**config.mk**
```make
export PLATFORM = sky130hd
export DESIGN_NAME = pbcc_merge
export DESIGN_NICKNAME = d
export VERILOG_FILES = /design/src/design/pbcc_pkg.sv /design/src/design/pbcc_merge.sv
export SDC_FILE = /design/constraint.sdc
export NUM_CORES = 1
export LEC_CHECK = 0
export ABC_AREA = 0
export BUFFER_PORTS_ARGS = -buffer_cell sky130_fd_sc_hd__buf_2
export CORE_UTILIZATION = 42
export DETAILED_ROUTE_END_ITERATION = 8
export PLACE_DENSITY = 0.72
export SYNTH_ARGS = -nofsm -noshare
export SYNTH_HDL_FRONTEND = slang
export SYNTH_SLANG_ARGS = --single-unit
```
**constraint.sdc**
```tcl
create_clock -name clock -period 1.9 [get_ports clock]
set_input_delay 0.285 -clock clock [delete_from_list [all_inputs] [get_ports clock]]
set_output_delay 0.285 -clock clock [all_outputs]
set_load 0.02 [all_outputs]
```
**src/design/pbcc_pkg.sv**
```systemverilog
// Shared constants, opcodes and lane/merge control types for the crossing counter.
`default_nettype none

package pbcc_pkg;

   localparam int MaxPolygons = 16;
   localparam int MaxVertices = 64;

   localparam int CoordW   = 16;
   localparam int DiffW    = CoordW + 1;
   localparam int ProdW    = 2 * DiffW;
   localparam int OpW      = 2;
   localparam int PolyIdxW = 4;
   localparam int CountW   = 5;
   localparam int VtxCntW  = $clog2(MaxVertices + 1);
   localparam int AddrW    = $clog2(MaxVertices);
   localparam int LaneIdxW = (MaxPolygons > 1) ? $clog2(MaxPolygons) : 1;

   localparam logic [CountW-1:0] CountMax = '1;

   typedef enum logic [OpW-1:0] {
      OP_CLEAR  = 2'd0,
      OP_APPEND = 2'd1,
      OP_QUERY  = 2'd2
   } opcode_type;

   typedef struct packed {
      logic                     start;
      logic                     clear;
      logic                     wr_en;
      logic signed [CoordW-1:0] vertex_x;
      logic signed [CoordW-1:0] vertex_y;
   } lane_cmd_type;

   typedef struct packed {
      logic signed [CoordW-1:0] start_x;
      logic signed [CoordW-1:0] start_y;
      logic signed [CoordW-1:0] target_x;
      logic signed [CoordW-1:0] target_y;
   } point_pair_type;

   typedef struct packed {
      logic busy;
      logic odd_s;
      logic odd_t;
   } lane_stat_type;

   typedef struct packed {
      logic              done;
      logic [CountW-1:0] count;
   } merge_stat_type;

endpackage

`default_nettype wire

```
**src/design/pbcc_merge.sv**
```systemverilog
// Merge stage: counts lanes whose two containment results differ, one lane per cycle.
`default_nettype none

module pbcc_merge import pbcc_pkg::*; (
   input  logic                   clock,
   input  logic                   reset,
   input  logic                   start,
   input  logic [MaxPolygons-1:0] diff,
   output merge_stat_type         stat
);

   logic                busy_ff;
   logic                done_ff;
   logic [LaneIdxW-1:0] idx_ff;
   logic [CountW-1:0]   count_ff;

   always_ff @(posedge clock) begin
      if (reset) begin
         busy_ff  <= 1'b0;
         done_ff  <= 1'b0;
         idx_ff   <= '0;
         count_ff <= '0;
      end else begin
         done_ff <= 1'b0;
         if (start) begin
            busy_ff  <= 1'b1;
            idx_ff   <= '0;
            count_ff <= '0;
         end else if (busy_ff) begin
            // saturating count
            if (diff[idx_ff] && count_ff != CountMax) begin
               count_ff <= count_ff + CountW'(1);
            end
            if (idx_ff == LaneIdxW'(MaxPolygons - 1)) begin
               busy_ff <= 1'b0;
               done_ff <= 1'b1;
            end else begin
               idx_ff <= idx_ff + LaneIdxW'(1);
            end
         end
      end
   end

   assign stat.done  = done_ff;
   assign stat.count = count_ff;

endmodule

`default_nettype wire

```
Word level (Yosys, flattened, before mapping)
Index checks and enable logic that the tools add are counted.
{"block": "word_totals", "reg_bits": 11, "inputBits": 19, "word_cells": 22}
{"block": "classes", "add_sub_neg": 2, "order_cmp": 1, "eq_ne": 2, "mux": 6, "bitwise": 2, "n_reduce_logical": 5}
{"op": "$add 5x1->5 const B", "count": 1}
{"op": "$lt 4x5->1 const B", "count": 1}
{"op": "$mux 1", "count": 5}
{"op": "$ne 5x5->1 const B", "count": 1}
{"op": "$add 4x1->4 const B", "count": 1}
{"op": "$bmux 1 s4", "count": 1}
{"op": "$eq 4x4->1 const B", "count": 1}
{"op": "$reduce_and 2->1", "count": 2}
{"op": "$reduce_or 3->1", "count": 1}
{"op": "$not 1->1", "count": 2}
{"op": "$reduce_or 2->1", "count": 1}
{"op": "$logic_and 1x1->1", "count": 1}

Logic depth before layout (Yosys ltp)
{"block": "logic_depth", "ltp_word": 4, "ltp_mapped": 8}

Worst setup path after synthesis
No wires, ideal clock.
{"block": "synth_path", "kind": "register to register", "start": "reg count_ff[0]", "end": "reg count_ff[2]", "setup_time_ns": 0.072, "t_arrival_ns": 1.844, "slack_ns": -0.016, "path_stages_with_launch": 9, "n_path_buf": 0, "synth_period_minus_slack_ns": 1.916, "cell_sequence": "dfxtp_1 ha_1 and3_1 ha_1 nand3b_1 a21oi_1 nand3_1 a21boi_2 mux2i_1"}
{"block": "synth_via", "elab_chain_len": 3}
{"item": "start, declared", "line_no": "pbcc_merge.sv:15", "source": "logic [CountW-1:0] count_ff;"}
{"item": "start signal, assigned", "line_no": "pbcc_merge.sv:32", "source": "count_ff <= count_ff + CountW'(1);"}
{"item": "branches (longest 3 deep; another with $add 5x1->5)"}
Parallel ways; which one is timed is not known.
A chain may end at the register's enable or synchronous reset.

Final worst setup path
{"block": "layout_path", "start": "reg count_ff[0]", "end": "reg count_ff[0]"}
Same word-level chain as after synthesis.

==> summary.md <==
| Metric | Value |
|---|---|
| Register area | `223 µm²` |
| Largest net degree at the start of global routing | `8` |
| Final setup vio count | `0` |
| DRC Markers | `0` |
| Post-route cell area | `886 µm²` |
| Slew HR | `about two thirds` |
| Status | `completed` |
| WP data arrival | `slightly below 2000 ps` |
| Synthesized flop and latch total | `11` |
| Proportion of netlist area held by the largest area contributor | `approximately 32%` |
| Clock transition at the registers of the reported paths | `70 ps` |
| First-pass GRT wire length | `2310 µm` |
| Crit end category | `flop` |
| CTS root buffer | `clkbuf_4` |
| Global route total overflow | `0` |
| Placement-stage cell area | `833 µm²` |
| CP peak stage delay | `330 ps` |
| Pwr Density | `between 500 and 600 nW/µm²` |
| Drt total wl | `1520 µm` |
| Crit-path max FO | `7` |
| Placed Cells | `114` |
| DRT Pass-1 Iters | `4` |
| Area leader, netlist | `dfxtp_1` |
| Clk Latency, worst-skew pair | `roughly 270 ps` |
| Area of the multi-input gates | `463 µm²` |
| GRT Overall Usage | `17.1%` |
| Worst-path cell chain | `ha_2, and3_1, ha_2, nand3b_1, a21oi_2, nand3_4, a21o_1, a21oi_2` |
| Leak pwr | `0.395 nW` |
| Fin crit share | `93.9%` |
| Max-cap violations | `0` |
| Largest cells by area after synthesis | `dfxtp_1 (32%), mux2i_1 (15%), ha_1 (5.5%)` |
| Worst hold margin | `around 200 ps` |
| Clock Tree Buf Depth | `2` |
| Die width | `42.5 µm` |
| Distinct cells, synth | `30` |
| Max IR drop VDD | `about 0.00026 V` |
| Fillers | `about 150` |
| Die area | `1800 µm²` |
| Row cnt | `14` |
| Syn_nets | `96` |
| Antenna violation net count after detailed routing | `0` |
| Ant diodes | `0` |
| Max Transition Viols Final | `0` |
| Initial antenna violation count | `0` |
| Layout overhead on the synthesized area | `28.7%` |
| Initial Util | `45.2%` |
| Total clock sinks | `11` |
| Most frequent cells in the layout | `buf_2 (24), mux2i_1 (10), dfxtp_1 (9), nor2_1 (7), nand2_1 (6)` |
| Fin cells | `119` |
| Final Hold Vio Count | `0` |
| H-tree Lvls | `1` |
| Crit path required time | `2110 ps` |
| Avg Cell Area, Syn | `a little over 9 µm²` |
| DP HPWL | `1120 µm` |
| Post-Route Setup TNS | `0 ps` |
| Final #Nets | `126` |
| Seq/Total Area, Yosys | `32.0%` |
| Crit path time final | `1780 ps` |
| Mapped Area | `about 690 µm²` |
| Worst setup margin | `115 ps` |
| CP startpoint kind | `flop` |
| 1st-iter DRT viols | `6` |
| Ports | `25` |
| HP Class | `in -> reg` |
| Slowest-stage cell, CP | `dfxtp_2` |
| Core area | `1520 µm²` |
| Clock Skews | `4.29 ps` |
| CTS tree | `yes` |
| Hold_buf cts | `0` |
| Post-layout util | `58.1%` |
| DR vias/cell | `5.53` |
| WL/cell | `12.7 µm` |
| Yosys warnings | `0` |
| Commonest non-fill, non-tap cell in the layout | `buf_2` |
| Num CTS Buffers | `3` |
| Highest Clock Rate | `560 MHz` |
| Layout cell share with drive strength beyond 1 | `about two fifths` |
| Power, Total | `0.474 mW` |
| Vias | `658` |
| IO buf count | `24` |
| Cells after synthesis | `74` |
| Pre-CTS WS | `5.71 ps` |
| Chip Height | `42.5 µm` |
| Vias in the first global route | `564` |
| CP Class | `reg -> reg` |
| Unrepaired setup endpoints after global routing | `false` |
| Worst slew pin tran | `526 ps` |
| Routability cong. | `between 0.7 and 0.8` |
==> metal layers <==
layer / GRT usage (%) / wire (µm) / vias to the layer above
li1: - / - / 334
met3: 4.31 / 128 / 5
met1: 19.5 / 681 / 291
met5: 0 / 0 / -
met4: 11.3 / 41 / 0
met2: 27.7 / 664 / 28
==> kinds of logic after synthesis <==
| family | Yosys count | share of synthesized area (%) |
|---|---|---|
| flops | 11 | 32.0 |
| mux | 10 | 14.5 |
| simple gates | 29 | 22.4 |
| xor+xnor | 2 | 2.55 |
| compound gates | 15 | 19.3 |
| buf+inv | 4 | 3.82 |
| fa+ha+maj | 3 | 5.46 |
==> Yosys cell counts (all sizes together) <==
| cell type | number |
|---|---|
| or2 | 1 |
| inv | 1 |
| nand2 | 6 |
| and3 | 2 |
| buf | 3 |
| dfxtp | 11 |
| nand3 | 3 |
| xor2 | 1 |
| nand3b | 1 |
| a211o | 1 |
| nor2 | 7 |
| and4 | 1 |
| xnor2 | 1 |
| nor2b | 2 |
| and2 | 1 |
| a21oi | 6 |
| a41o | 2 |
| a21boi | 1 |
| a21o | 1 |
| ha | 3 |
| nand4 | 4 |
| or3 | 1 |
| a311oi | 1 |
| mux2i | 10 |
| a2111oi | 1 |
| a22oi | 2 |
==> report_power, final <==
group / total (mW) / internal [mW] / switching, mW
clock network: 0.163 / 0.0814 / 0.0818
registers: 0.238 / 0.234 / 0.00432
logic: 0.0727 / 0.0361 / 0.0366
==> path summary, 6_finish.rpt <==
| check | from | endpoint | slack, ps | cells after the start |
|---|---|---|---|---|
| worst max-delay path | count_ff[0] | count_ff[0] | 120 | 8 |
| worst min-delay path | reset | busy_ff | 200 | 2 |
| worst max register to register | count_ff[0] | count_ff[0] | 120 | 8 |
| worst min register to register | count_ff[3] | count_ff[3] | 500 | 2 |
==> state kept, by name (all words and copies together), names as in the netlist <==
register,flops
count_ff,5
busy_ff,1
done_ff,1
idx_ff,4
==> final cells by class <==
class                   count  share of cell area (%)
well taps                  16                    2.26
inverters                   1                   0.424
flip-flops and latches     11                    25.1
multi-input cells          59                    52.3
clock buffers               4                    2.97
repair buffers             28                    16.9
==> worst max-delay path, delay by kind of cell, from the launching register on <==
family | cells | cell delay (ps)
DFF | 1 | 330
and+or+nand+nor | 3 | 490
adders and majority gates | 2 | 350
AOI/OAI and AO/OA | 3 | 550
==> repair_timing <==
item	CTS	global route
resized for setup	1	5
endpoints found under the hold margin	0	0
pin swaps	1	6
endpoints found under the setup margin	1	5
setup buffers	0	1
Power figures use the tool's default switching activity.
